<file path="config.mk">
export PLATFORM = sky130hd
export DESIGN_NAME = crss_front_flat
export DESIGN_NICKNAME = d
export VERILOG_FILES = /design/src/design/crss_pkg.sv /design/src/design/crss_ifs.sv /design/src/design/crss_front.sv /design/src/flat_wrapper.sv
export SDC_FILE = /design/constraint.sdc
export NUM_CORES = 1
export LEC_CHECK = 0
export ABC_CLOCK_PERIOD_IN_PS = 2000
export BUFFER_PORTS_ARGS = -buffer_cell sky130_fd_sc_hd__clkbuf_2
export CAP_MARGIN = 40
export CELL_PAD_IN_SITES_DETAIL_PLACEMENT = 1
export CELL_PAD_IN_SITES_GLOBAL_PLACEMENT = 1
export CORE_AREA = 2 2 260 262
export DETAILED_ROUTE_END_ITERATION = 6
export DIE_AREA = 0 0 262 264
export PLACE_DENSITY_LB_ADDON = 0.1
export SLEW_MARGIN = 20
export SYNTH_ARGS = -nofsm -noshare
export SYNTH_HDL_FRONTEND = slang
export SYNTH_SLANG_ARGS = --single-unit
</file>
<file path="constraint.sdc">
create_clock -name clk -period 2 [get_ports clk]
set_clock_uncertainty 0.15 [all_clocks]
set_input_delay 0.4 -clock clk [delete_from_list [all_inputs] [get_ports clk]]
set_output_delay 0.4 -clock clk [all_outputs]
set_load 0.02 [all_outputs]
</file>
<file path="src/design/crss_pkg.sv">
// Shared widths, types and helpers of the Catmull-Rom stroke smoother.
`default_nettype none
package crss_pkg;

    localparam int unsigned NCH     = 4;        // x, y, time, distance
    localparam int unsigned CW      = 32;       // coordinate width
    localparam int unsigned PW      = CW + 1;   // point value with sign room
    localparam int unsigned KW      = PW + 4;   // spline coefficient
    localparam int unsigned TW      = 17;       // Q1.16 parameter t
    localparam int unsigned MW      = KW + TW + 1 - 16; // scaled product
    localparam int unsigned SW      = MW + 2;   // sum of terms
    localparam int unsigned RW      = 7;        // resolution register
    localparam int unsigned DW      = 7;        // divisor (resolution - 1)
    localparam int unsigned CH_TIME = 2;        // the unsigned channel

    // Largest resolution the step generator supports.
    localparam int unsigned MAX_RESOLUTION = 65;

    localparam logic [RW-1:0] RES_RESET = 7'd17;
    localparam logic [TW-1:0] T_ONE     = 17'h10000;

    typedef logic [PW-1:0] pt_t;

    // Four window points of all channels, oldest first.
    typedef struct packed {
        pt_t [NCH-1:0] p0;
        pt_t [NCH-1:0] p1;
        pt_t [NCH-1:0] p2;
        pt_t [NCH-1:0] p3;
    } job_t;

    // Widen a stored coordinate by one bit, by sign or by zero.
    function automatic pt_t ext_pt(input logic [CW-1:0] v, input logic is_signed);
        return {is_signed & v[CW-1], v};
    endfunction

endpackage
`default_nettype wire

</file>
<file path="src/design/crss_ifs.sv">
// Valid/ready channel interfaces for stroke points and smoothed points.
`default_nettype none
interface crss_pt_if;
    logic        valid;
    logic        ready;
    logic [31:0] x;
    logic [31:0] y;
    logic [31:0] time_req;
    logic [31:0] dist_req;
    logic        stroke_start;
    modport source (output valid, x, y, time_req, dist_req, stroke_start, input ready);
    modport sink   (input valid, x, y, time_req, dist_req, stroke_start, output ready);
endinterface

`default_nettype wire

</file>
<file path="src/design/crss_front.sv">
// Front end: keeps the stroke window and turns full windows into jobs.
`default_nettype none
module crss_front (
    input  wire logic          clk,
    input  wire logic          rst_n,
    crss_pt_if.sink            pnt,
    input  wire logic          emit_en,
    input  wire logic          push_ok,
    output logic               push,
    output crss_pkg::job_t     push_job
);
    import crss_pkg::*;

    localparam logic [2:0] SEEN_FULL = 3'd4;

    logic [2:0][NCH-1:0][CW-1:0] win_reg, win_next, win_eff;
    logic [2:0]                  seen_reg, seen_next, seen_eff;
    logic [NCH-1:0][CW-1:0]      np;
    logic                        accept;

    assign pnt.ready = push_ok;
    assign accept    = pnt.valid && pnt.ready;
    assign np        = {pnt.dist_req, pnt.time_req, pnt.y, pnt.x};

    // A stroke start empties the window before the new point is used.
    always_comb
    begin
        win_eff  = pnt.stroke_start ? '0 : win_reg;
        seen_eff = pnt.stroke_start ? 3'd0 : seen_reg;
        push     = accept && (seen_eff >= SEEN_FULL) && emit_en;
        for (int k = 0; k < NCH; k++)
        begin
            push_job.p0[k] = ext_pt(win_eff[0][k], k != CH_TIME);
            push_job.p1[k] = ext_pt(win_eff[1][k], k != CH_TIME);
            push_job.p2[k] = ext_pt(win_eff[2][k], k != CH_TIME);
            push_job.p3[k] = ext_pt(np[k], k != CH_TIME);
        end
        win_next  = {np, win_eff[2], win_eff[1]};
        seen_next = (seen_eff < SEEN_FULL) ? seen_eff + 3'd1 : seen_eff;
    end

    always_ff @(posedge clk or negedge rst_n)
    begin
        if (!rst_n)
        begin
            win_reg  <= '0;
            seen_reg <= '0;
        end
        else if (accept)
        begin
            win_reg  <= win_next;
            seen_reg <= seen_next;
        end
    end

endmodule
`default_nettype wire

</file>
<file path="src/flat_wrapper.sv">
// flat-port wrapper written by rule: the top's interface ports become plain ports
module crss_front_flat import crss_pkg::*;
  (clk, rst_n, emit_en, push_ok, push, push_job, pnt_valid, pnt_x, pnt_y, pnt_time_req, pnt_dist_req, pnt_stroke_start, pnt_ready);
  crss_pt_if pnt_i ();
  input  wire logic clk;
  input  wire logic rst_n;
  input  wire logic emit_en;
  input  wire logic push_ok;
  output logic push;
  output crss_pkg::job_t push_job;
  input wire logic [$bits(pnt_i.valid)-1:0] pnt_valid;
  input wire logic [$bits(pnt_i.x)-1:0] pnt_x;
  input wire logic [$bits(pnt_i.y)-1:0] pnt_y;
  input wire logic [$bits(pnt_i.time_req)-1:0] pnt_time_req;
  input wire logic [$bits(pnt_i.dist_req)-1:0] pnt_dist_req;
  input wire logic [$bits(pnt_i.stroke_start)-1:0] pnt_stroke_start;
  output wire logic [$bits(pnt_i.ready)-1:0] pnt_ready;
  assign pnt_i.valid = pnt_valid;
  assign pnt_i.x = pnt_x;
  assign pnt_i.y = pnt_y;
  assign pnt_i.time_req = pnt_time_req;
  assign pnt_i.dist_req = pnt_dist_req;
  assign pnt_i.stroke_start = pnt_stroke_start;
  assign pnt_ready = pnt_i.ready;
  crss_front u_core (.clk(clk), .rst_n(rst_n), .pnt(pnt_i), .emit_en(emit_en), .push_ok(push_ok), .push(push), .push_job(push_job));
endmodule
</file>
==> flow_summary_export.csv <==
group,metric,value,unit
cells_and_area,regArea,9690,um^2
sta,post-route-min-period,1.96,ns
global_route,grtUsageMet3,4.17,%
synthesis,yosys_warnings,0,
cts,cts_buffers,47,
sta,rsz0062_at_grt,"yes",
critical_path,crit_required,1.45,ns
synthesis,netlist_area,19000,um^2
die,die_w,262,um
synthesis,synth_flop_cell,"dfrtp_1",
die,core_area,66600,um^2
cts,worstSkewPairLatency,0.58,ns
sta,fmax,510,MHz
place,gp_congestion,0.797,
global_route,met1_usage,22.5,%
routing,via_count,14100,
critical_path,path_max_fanout,3,
power_and_ir_drop,p_switching,6.76,mW
sta,tightestPinTransition,0.508,ns
sta,worst_slew_margin_rel,66.1,%
synthesis,synth_area_leader_cell,"dfrtp_1",
sta,fin_setup_tns,0,ns
cts,cts.sinks,387,
place,dpl-instance-area,22800,um^2
power_and_ir_drop,p_clk_share,36.2,%
die,die_h,264,um
power_and_ir_drop,finalPower,22.6,mW
power_and_ir_drop,power.density,879,nW/um^2
routing,wl_per_cell,19.8,um
sta,setup_viol,0,
cts,clockBufferDepth,3,
critical_path,reg2reg_slack,0.72,ns
critical_path,endpoint_kind,"output pin",
synthesis,netlist.area_leader.share,50.9,%
synthesis,synth_edf_count,0,
synthesis,avgSynthCellArea,11.4,um^2
global_route,top_usage_layer,"met2",
power_and_ir_drop,intPower,15.9,mW
global_route,grt_pass1_vias,15200,
die,floorplan.die_area,69200,um^2
cells_and_area,fin_area,25800,um^2
routing,post_drt_via_cell_ratio,4.30,
cts,cts_tree,"done",
hold_path,min_path_type,"in2async",
cells_and_area,multiInputGateArea,7760,um^2
cells_and_area,drive_gt1_share,47.5,%
synthesis,synth_seq_area_share,50.9,%
synthesis,synthCells,1671,
global_route,grt_usage,18.3,%
die,ios,664,
cts,clkTransAtPathRegs,0.06,ns
critical_path,worstPathArrival,1.41,ns
cells_and_area,largest_reg_flops,384,
sta,finalCritPeriodShare,98.0,%
place,place_inst,3056,
outcome,status,"finished, final reports clean",
power_and_ir_drop,switching_share,29.8,%
synthesis,synthArstFlopShare,100,%
power_and_ir_drop,p_leak,13.7,nW
synthesis,synth_cell_types,22,
synthesis,yosys-top-cells-count,"387 x dfrtp_1, 387 x nand2_1, 350 x nor2b_1, 187 x mux2_4, 147 x buf_4",
global_route,antenna_found_initial,2,
cts,clock-root-buffer,"clkbuf_16",
power_and_ir_drop,ir_drop,0.000709,V
global_route,grt_max_degree,80,
critical_path,worst-setup-path-type,"reg2out",
routing,routed_wl,64700,um
place,port_buffers,659,
routing,ant_nets,0,
run,drv_cap,0,
routing,drt_iter0_markers,395,
global_route,grt_first_pass_wirelength,97000,um
cells_and_area,post-route-util,38.7,%
sta,maxSlewViolCount,0,
cts,h-tree-depth,2,
die,rows,95,
sta,hold_viol_final,0,
global_route,grt-ovfl-total,0,
place,place_hpwl,48000,um
cells_and_area,nFillCells,7492,
critical_path,startpoint_type,"flop",
global_route,globalRouteMet2Util,31.6,%
power_and_ir_drop,p_seq_share,41.2,%
synthesis,synth-seq-cells,387,
cells_and_area,nNetsFinal,2497,
power_and_ir_drop,p_comb_share,22.6,%
cells_and_area,syn_to_final_growth,35.5,%
synthesis,synth.area.top_cells,"dfrtp_1 51%, mux2_4 15%, nor2b_1 12%, nand2_1 7.6%, buf_4 5.8%",
routing,dr.pass1.iters,4,
cells_and_area,fin_cells,3271,
routing,drc_errors,0,
die,initial_core_util,28.6,%
-- layout by cell type (no fill, tap or decap), drive strengths merged --
master,Yosys,routed
inv,1,4
mux2i,1,1
clkinvlp,0,2
o21ai,1,1
mux2,256,256
nand2b,1,1
a31oi,1,1
clkinv,0,7
diode,0,2
and4b,1,1
bufinv,0,1
and2b,34,34
nor2b,350,350
buf,211,112
a21oi,2,2
nand2,387,387
dfrtp,387,387
conb,1,4
and2,1,1
nor3,1,1
o22a,1,1
clkbuf,34,713
dlygate4sd3,0,129
-- through the flow --
step           setup WS [ns]  hold slack, ns
6_report              0.0395           0.137
3_3_place_gp         -0.0357           0.139
3_5_place_dp         -0.0267           0.139
2_1_floorplan        -0.0116         -0.0456
5_1_grt              -0.0311           0.122
4_1_cts              -0.0597           0.110
-- per-layer routing --
metal	share of wire, %	vias up
met4	2.7	0
met3	5.5	91
met5	0	-
met2	50	369
li1	-	6531
met1	42	7061
-- worst max-delay path, stage by stage, from the launching register on --
cell and delay (ns):
dfrtp_2 0.42, nor2b_4 0.24, clkbuf_8 0.18
-- power groups by stage --
| stage | clock (mW) | combinational (mW) | sequential, mW |
|---|---|---|---|
| finish | 8.19 | 5.12 | 9.34 |
| floorplan | 0 | 3.31 | 9.26 |
| CTS | 8.55 | 5.20 | 9.34 |
| global route | 8.85 | 5.53 | 9.47 |
| detailed placement | 0 | 4.91 | 9.47 |
| global placement | 0 | 4.87 | 9.45 |
-- cells by family (layout without fill, tap and decap cells) --
logic type / Yosys count / in the layout / share of synthesized area [%]
multiplexers: 257 / 257 / 18.9
AND/OR/NAND/NOR: 775 / 775 / 20.6
other: 1 / 6 / 0.0197
AO/OA/AOI/OAI: 5 / 5 / 0.158
buffers and inverters: 246 / 968 / 9.37
flip-flops: 387 / 387 / 50.9
-- layout make-up --
class                      instances  share of cell area (%)
antenna                            2                  0.0194
clock buffer                      69                    5.20
clock inverter                    13                   0.413
inverter                           1                  0.0146
multi-input combinational       1041                    30.1
sequential                       387                    37.6
tap                              873                    4.24
timing repair buffer             885                    22.4
-- repair_timing --
action	in CTS	in global routing
hold buffers	129	0
endpoints found under the setup margin	42	84
endpoints found under the hold margin	419	0
resized for setup	52	46
setup buffers	2	0
-- worst paths after layout --
check | from | end | cells past startpoint
min reg2reg | u_core.win_reg[276] | u_core.win_reg[276] | 2
max in group asynchronous | rst_n | u_core.win_reg[7] | 3
min in group clk | pnt_valid | u_core.seen_reg[2] | 3
min | rst_n | u_core.win_reg[116] | 2
max reg2reg | u_core.seen_reg[2] | u_core.seen_reg[0] | 4
max | u_core.win_reg[319] | push_job[196] | 2
Note: power is estimated with default switching activity, not from simulation.
