File: src/design/crss_pkg.sv
// Shared widths, types and helpers of the Catmull-Rom stroke smoother.
`default_nettype none
package crss_pkg;

    localparam int unsigned NCH     = 4;        // x, y, time, distance
    localparam int unsigned CW      = 32;       // coordinate width
    localparam int unsigned PW      = CW + 1;   // point value with sign room
    localparam int unsigned KW      = PW + 4;   // spline coefficient
    localparam int unsigned TW      = 17;       // Q1.16 parameter t
    localparam int unsigned MW      = KW + TW + 1 - 16; // scaled product
    localparam int unsigned SW      = MW + 2;   // sum of terms
    localparam int unsigned RW      = 7;        // resolution register
    localparam int unsigned DW      = 7;        // divisor (resolution - 1)
    localparam int unsigned CH_TIME = 2;        // the unsigned channel

    // Largest resolution the step generator supports.
    localparam int unsigned MAX_RESOLUTION = 65;

    localparam logic [RW-1:0] RES_RESET = 7'd17;
    localparam logic [TW-1:0] T_ONE     = 17'h10000;

    typedef logic [PW-1:0] pt_t;

    // Four window points of all channels, oldest first.
    typedef struct packed {
        pt_t [NCH-1:0] p0;
        pt_t [NCH-1:0] p1;
        pt_t [NCH-1:0] p2;
        pt_t [NCH-1:0] p3;
    } job_t;

    // Widen a stored coordinate by one bit, by sign or by zero.
    function automatic pt_t ext_pt(input logic [CW-1:0] v, input logic is_signed);
        return {is_signed & v[CW-1], v};
    endfunction

endpackage
`default_nettype wire

File: src/design/crss_queue.sv
// Two-entry job queue between the front end and the back end.
`default_nettype none
module crss_queue (
    input  wire logic          clk,
    input  wire logic          rst_n,
    input  wire logic          push,
    input  crss_pkg::job_t     push_job,
    output logic               push_ok,
    output logic               head_valid,
    output crss_pkg::job_t     head_job,
    input  wire logic          pop
);
    import crss_pkg::*;

    job_t       mem_reg [2];
    logic       wr_ptr_reg, rd_ptr_reg;
    logic [1:0] cnt_reg;

    assign push_ok    = cnt_reg != 2'd2;
    assign head_valid = cnt_reg != 2'd0;
    assign head_job   = mem_reg[rd_ptr_reg];

    // Storage.
    always_ff @(posedge clk)
    begin
        if (push)
        begin
            mem_reg[wr_ptr_reg] <= push_job;
        end
    end

    // Pointers and fill count.
    always_ff @(posedge clk or negedge rst_n)
    begin
        if (!rst_n)
        begin
            wr_ptr_reg <= 1'b0;
            rd_ptr_reg <= 1'b0;
            cnt_reg    <= 2'd0;
        end
        else
        begin
            if (push)
            begin
                wr_ptr_reg <= ~wr_ptr_reg;
            end
            if (pop)
            begin
                rd_ptr_reg <= ~rd_ptr_reg;
            end
            cnt_reg <= cnt_reg + 2'(push) - 2'(pop);
        end
    end

    assert property (@(posedge clk) disable iff (!rst_n) cnt_reg <= 2'd2)
        else $error("queue count out of range");
    assert property (@(posedge clk) disable iff (!rst_n) pop |-> head_valid)
        else $error("queue popped while empty");
    assert property (@(posedge clk) disable iff (!rst_n)
        (cnt_reg == 2'd2) && !pop |=> cnt_reg == 2'd2)
        else $error("queue lost an entry");

endmodule
`default_nettype wire

File: config.mk
export PLATFORM = sky130hd
export DESIGN_NAME = crss_queue
export DESIGN_NICKNAME = d
export VERILOG_FILES = /design/src/design/crss_pkg.sv /design/src/design/crss_queue.sv
export SDC_FILE = /design/constraint.sdc
export NUM_CORES = 1
export LEC_CHECK = 0
export BUFFER_PORTS_ARGS = -buffer_cell sky130_fd_sc_hd__buf_2
export CAP_MARGIN = 10
export CORE_AREA = 3 3 413 415
export DETAILED_ROUTE_END_ITERATION = 7
export DIE_AREA = 0 0 416 418
export MAX_ROUTING_LAYER = met4
export PLACE_DENSITY = 0.54
export SLEW_MARGIN = 20
export SYNTH_ARGS = -nofsm -noshare
export SYNTH_HDL_FRONTEND = slang
export SYNTH_SLANG_ARGS = --single-unit
File: constraint.sdc
create_clock -name clk -period 23.6 [get_ports clk]
set_input_delay 4.72 -clock clk [delete_from_list [all_inputs] [get_ports clk]]
set_output_delay 4.72 -clock clk [all_outputs]
set_load 0.02 [all_outputs]
==> results by group, run 1 <==
Drt
  – Routed WL: between 100000 and 150000 µm
  – Routed length per placed instance: between 20 and 25 µm
  – Initial DRC count: 1375
  – DR vias: between 20000 and 25000
  – Post-DRT Antenna Nets: 0
  – Initial DRT Pass Iterations: 5
  – # DRC: 0
  – Via density: ~4

Logic synthesis
  – Synth cell types: 14
  – Post-synthesis simple-gate area fraction: less than 1%
  – Mapped Area: 38500 µm²
  – Synth Register Bits: roughly 1100
  – Total nets after synthesis: about 2200
  – Synth Area in Adders: less than 1%
  – Synth warn: 0
  – Synth Area per Inst: around 23 µm²
  – Mux contribution to synthesized area: ~15%
  – Post-synth top area share: 82.3%
  – Register area share after synthesis: between 80 and 90%
  – Post-Synth XOR/XNOR Area: less than 1%
  – Largest cells by area after synthesis: edfxtp_1 82%, mux2_2 15%, buf_6 1.7%
  – Post-Synthesis Cells: approximately 1700
  – Cell taking the most area after synthesis: edfxtp_1
  – Largest family of logic cells by synthesized area: multiplexers
  – Post-synthesis compound-gate area fraction: 0%

Hold path
  – Worst hold path endpoint: wr_ptr_reg$_DFFE_PN0P_
  – Worst hold stages: 1
  – Class of the worst hold path: reg -> reg
  – Min-delay src: wr_ptr_reg$_DFFE_PN0P_

Run
  – Max-cap violations: 0

STA
  – Minimum clock period: approximately 9500 ps
  – Tightest Pin Transition: around 1100 ps
  – Final setup skew: approximately 42 ps
  – Slew Limit Fails: 0
  – Highest Clock Rate: ~110 MHz
  – Worst slew margin: ~30%
  – Final Cycle Share: 40.3%
  – RSZ-0062 raised after global routing: false
  – Final hold vios: 0
  – Setup violators final: 0
  – Setup_tns: 0 ps

Clock network
  – Num CTS Buffers: roughly 120
  – Total clock sinks: between 1000 and 1500
  – Clock root buffer: clkbuf_16
  – CTS tree: yes
  – Post-CTS Setup Bufs: 0
  – Clk Latency, worst-skew pair: about 740 ps
  – Clock edge transition at the registers on the reported setup and hold paths: about 60 ps
  – Htree depth: 3
  – CTS resizes: 0
  – Largest buffer count on any clock path: 3
  – Hold_buf cts: 0

Placed design
  – Post-Place Cells: between 4000 and 5000
  – IO Port Bufs: roughly 1100
  – Gp weighted congestion: approximately 0.95
  – Post-DP HPWL: slightly above 90000 µm
  – Post-Place Cell Area: between 40000 and 50000 µm²

Global routing
  – GRT Total Usage: between 10% and 20%
  – Initial antenna violation count: between 60 and 70
  – Largest net degree at the start of global routing: about 150
  – Grt total ovfl: 0
  – First-pass GRT wire length: roughly 160000 µm
  – Vias in the first global route: 21400

Die
  – DIE AREA: around 170000 µm²
  – Die Height: between 400 and 500 µm
  – Initial Util: a little under a quarter
  – Area of the core: ~170000 µm²
  – Number of core rows: 150
  – # IOs: around 1100
  – Chip width: 416 µm

Layout
  – NumNets Final: approximately 3300
  – Synthesis-to-layout area growth: 29.5%
  – Share of cells above drive strength 1: roughly three fifths
  – Fin area: 49900 µm²
  – Max FFs per register: around 1100
  – Layout Cells excl Fill: between 5000 and 6000
  – Fill count: approximately 17000

Setup path
  – Worst Path Required: ~19000 ps
  – Critical path type: reg -> out
  – Reg-to-reg critical path startpoint: wr_ptr_reg$_DFFE_PN0P_
  – Endpoint class of the critical path: output pin
  – FF-to-FF End: mem_reg[0][108]$_DFFE_PP_
  – Critical Path Source Type: flop
  – Reg-to-reg slack, setup: 19560 ps
  – CP Data Arrival Time: 4790 ps
  – Reg2Reg Depth: 4
  – Largest fanout on the critical path: 74

Power and ir drop
  – Cell area power density: about 130 nW/µm²
  – Max IR drop VDD: roughly 0.071 mV
  – P_leak: about 18 nW

Status
  – Outcome: complete, no violations
==> layout by cell type, fill, tap and decap left out <==
cell / synthesis / layout
buf_4: 1 / 18
xor2_1: 2 / 2
clkinv_2: 0 / 18
inv_1: 2 / 2
dfrtp_4: 0 / 1
diode_2: 0 / 44
buf_6: 57 / 1
xor3_1: 1 / 1
clkinv_16: 0 / 2
dfrtp_1: 4 / 3
buf_2: 1 / 1061
clkbuf_1: 0 / 26
inv_8: 0 / 3
clkinv_4: 0 / 2
edfxtp_1: 1056 / 1056
bufinv_16: 0 / 8
clkinv_8: 0 / 2
inv_6: 0 / 4
ha_1: 2 / 2
mux2_2: 528 / 528
and2_4: 0 / 1
or2_2: 1 / 1
nand2b_1: 1 / 1
clkinv_1: 0 / 26
buf_12: 0 / 2
nor2b_4: 0 / 1
clkbuf_16: 0 / 116
clkinvlp_4: 0 / 4
==> worst max-delay path by stage <==
stage | start | endpoint | slack (ps) | cells after the start
2_1_floorplan | push | mem_reg[0][0]$_DFFE_PP_ | 4700 | 1
3_3_place_gp | rd_ptr_reg$_DFFE_PN0P_ | head_job[249] | 14790 | 5
3_5_place_dp | rd_ptr_reg$_DFFE_PN0P_ | head_job[255] | 14730 | 5
4_1_cts | rd_ptr_reg$_DFFE_PN0P_ | head_job[255] | 13870 | 5
5_1_grt | rd_ptr_reg$_DFFE_PN0P_ | head_job[255] | 13750 | 5
6_report | rd_ptr_reg$_DFFE_PN0P_ | head_job[255] | 14090 | 5
==> synth_stat cells, drive strengths merged <==
library cell	number
ha	2
and2	1
dfrtp	4
or2	1
buf	59
nand2b	1
mux2	528
edfxtp	1056
xor3	1
nor2b	1
xor2	2
inv	2
==> metrics by stage <==
stage               setup WS [ps]  power [mW]  utilization (%)  hold WS (ps)
finish                      14090        6.37             29.9           560
global route                13750        6.64             29.9           573
detailed placement          14730        4.73             27.6           549
floorplan                    4700        4.19                -           473
CTS                         13870        6.49             29.8           559
global placement            14790        4.72             27.6           545
==> worst max-delay path, stage by stage, from the launching register on <==
cell     delay [ps]
dfrtp_4        1100
buf_4           920
buf_4           520
buf_4           760
mux2_2          420
buf_2           160
==> per-layer routing <==
metal / part of all wire [%] / wire length [µm] / track usage [%]
met5: 0 / 0 / -
met4: 2.8 / 3430 / 4.79
met3: 9.1 / 11100 / 5.80
met2: 50 / 61200 / 22.9
met1: 38 / 46500 / 15.0
==> logic make-up (layout without fill, tap and decap cells) <==
group                      after synthesis  count (layout)
xor gates and xnor gates                 3               3
adders and majority gates                2               2
buffers and inverters                   61            1295
DFF                                   1060            1060
muxes                                  528             528
other                                    0              44
and+or+nand+nor                          4               4
==> power by group <==
part / leakage, nW / internal [mW] / switching [mW] / total, mW
registers: 9.96 / 2.50 / 0.110 / 2.61
logic: 6.42 / 0.721 / 1.31 / 2.03
clock network: 1.77 / 0.991 / 0.738 / 1.73
==> final cells by class <==
class                           instances  area (µm²)  area share [%]
Antenna cell                           44         110           0.221
Timing Repair Buffer                 1082        5500            11.0
Clock buffer                          142        3000            6.02
Sequential cell                      1060       31800            63.8
Multi-Input combinational cell        537        6050            12.1
Inverter                                2        7.51          0.0151
Tap cell                             2204        2760            5.53
Clock inverter                         69         637            1.28
Note: power is estimated with default switching activity, not from simulation.
==> run 2: changes to the inputs <==
- clock period: 23.6 -> 8.25 ns (I/O delays scaled with it)
==> run 2 against run 1 <==
Against the previous run:
- the run now ends with antenna violations, design-rule violations left
- final area grew 0.73%
- sequential share of layout area down 0.46 points
- non-clock buffer count is 11 higher
- via count is essentially flat
- flip-flop and latch count is the same
- global-route usage decreased by 0.35 points
- cell count rose by 0.62%
- critical path type unchanged
- critical endpoint is now head_job[201]
==> results by group, run 2 (synthesis results as in run 1) <==
Clock network
  – CTS resizes: 0
  – Clock root buffer: clkbuf_16
  – Total clock sinks: approximately 1100
  – Post-CTS Setup Bufs: 0
  – Clock edge transition at the registers on the reported setup and hold paths: approximately 60 ps
  – Htree depth: 3
  – Hold_buf cts: 0
  – CTS tree: yes
  – Num CTS Buffers: 114
  – Clk Latency, worst-skew pair: around 730 ps
  – Largest buffer count on any clock path: 3

STA
  – Final Cycle Share: 61.5%
  – Final setup skew: 30.9 ps
  – Setup violators final: 0
  – Minimum clock period: approximately 5100 ps
  – Hold slack: between 500 and 600 ps
  – Tightest Pin Transition: 1030 ps
  – RSZ-0062 raised after global routing: false
  – Slew Limit Fails: 0
  – Worst slew margin: around a third
  – Final hold vios: 0
  – Highest Clock Rate: 197 MHz

Drt
  – Routed length per placed instance: about 23 µm
  – # DRC: 4
  – Post-DRT Antenna Nets: 1
  – Via density: between 3 and 4
  – Routed WL: around 120000 µm
  – DR vias: 20600
  – Initial DRT Pass Iterations: 8
  – Initial DRC count: 1412

Global routing
  – Initial antenna violation count: between 80 and 90
  – Vias in the first global route: between 20000 and 25000
  – First-pass GRT wire length: 161000 µm
  – Largest net degree at the start of global routing: 130
  – Grt total ovfl: 0
  – GRT Total Usage: 13.5%

Setup path
  – Cells along the critical path: buf_12, buf_4, mux2_2, buf_2
  – CP Data Arrival Time: approximately 3400 ps
  – Largest fanout on the critical path: a little over 60
  – Endpoint class of the critical path: output pin
  – Worst Path Required: about 6600 ps
  – CP Buf/Inv Count: 3
  – Critical Path Source Type: flop
  – Critical path type: reg -> out
  – CP max stage delay: ~1000 ps
  – Slowest-stage cell, CP: dfrtp_4
  – Crit-path leading delay family: buffers and inverters

Die
  – DIE AREA: 174000 µm²
  – # IOs: 1062
  – Number of core rows: 150
  – Die Height: 418 µm
  – Initial Util: a little under a quarter
  – Chip width: around 420 µm
  – Area of the core: approximately 170000 µm²

Layout
  – Fill count: 16600
  – Commonest cells after routing, fill and taps aside: 1061 x buf_2, 1056 x edfxtp_1, 528 x mux2_2
  – Share of cells above drive strength 1: about three fifths
  – Fin area: around 50000 µm²
  – Synthesis-to-layout area growth: 30.4%
  – Final core utilization: a little under a third
  – Max FFs per register: approximately 1100
  – Footprint of the multi-input gates: roughly 6000 µm²
  – Storage element area: about 32000 µm²
  – NumNets Final: around 3300
  – Most common cell after layout, fill and taps aside: buf_2

Placed design
  – Post-Place Cell Area: ~46000 µm²
  – IO Port Bufs: roughly 1100
  – Post-DP HPWL: approximately 89000 µm
  – Gp weighted congestion: around 0.91

Status
  – Outcome: complete, but fails checks
  – Failing checks: antenna violations, design-rule violations

Power and ir drop
  – Max IR drop VDD: roughly 0.31 mV
  – Cell area power density: 366 nW/µm²
  – Total power: about 18 mW
  – P_leak: about 18 nW

Hold path
  – Class of the worst hold path: reg -> reg

Run
  – Max-cap violations: 0
==> run 2: cell type report <==
type	instances	area share [%]
flip-flops and latches	1060	63.3
inverters	2	0.0149
repair buffers	1093	11.3
diodes	62	0.309
clock buffers	133	5.86
clock inverters	81	1.63
multi-input cells	537	12.0
well taps	2204	5.49
==> run 2: report_power, final <==
part,internal [mW],switching [mW]
sequential,7.14,0.301
clock,2.97,2.14
combinational,2.11,3.69
total,12.2,6.13
==> run 2: path summary, 6_finish.rpt <==
check                                       startpoint                  endpoint  slack [ps]  depth (start not counted)
worst max register to register  wr_ptr_reg$_DFFE_PN0P_  mem_reg[0][87]$_DFFE_PP_        5600                          3
min in group asynchronous                        rst_n    wr_ptr_reg$_DFFE_PN0P_         780                          1
worst min register to register  wr_ptr_reg$_DFFE_PN0P_    wr_ptr_reg$_DFFE_PN0P_         570                          1
max in group asynchronous                        rst_n    rd_ptr_reg$_DFFE_PN0P_        7240                          1
worst min-delay path            wr_ptr_reg$_DFFE_PN0P_    wr_ptr_reg$_DFFE_PN0P_         570                          1
worst max-delay path            rd_ptr_reg$_DFFE_PN0P_             head_job[201]        3180                          4
==> run 2: per-layer routing <==
layer  global-route usage (%)  share of wire (%)
met4                     5.58                3.1
met3                     4.95                8.0
met1                     14.4                 37
met5                        -                  0
met2                     22.7                 52
==> run 2: metrics by stage <==
stage | setup TNS [ps] | instances | setup WS, ps
detailed placement | 0 | 4896 | 3870
CTS | 0 | 5110 | 3020
floorplan | -1075460 | 1658 | -1720
global route | 0 | 5160 | 2990
finish | 0 | 5172 | 3180
global placement | 0 | 4896 | 3900
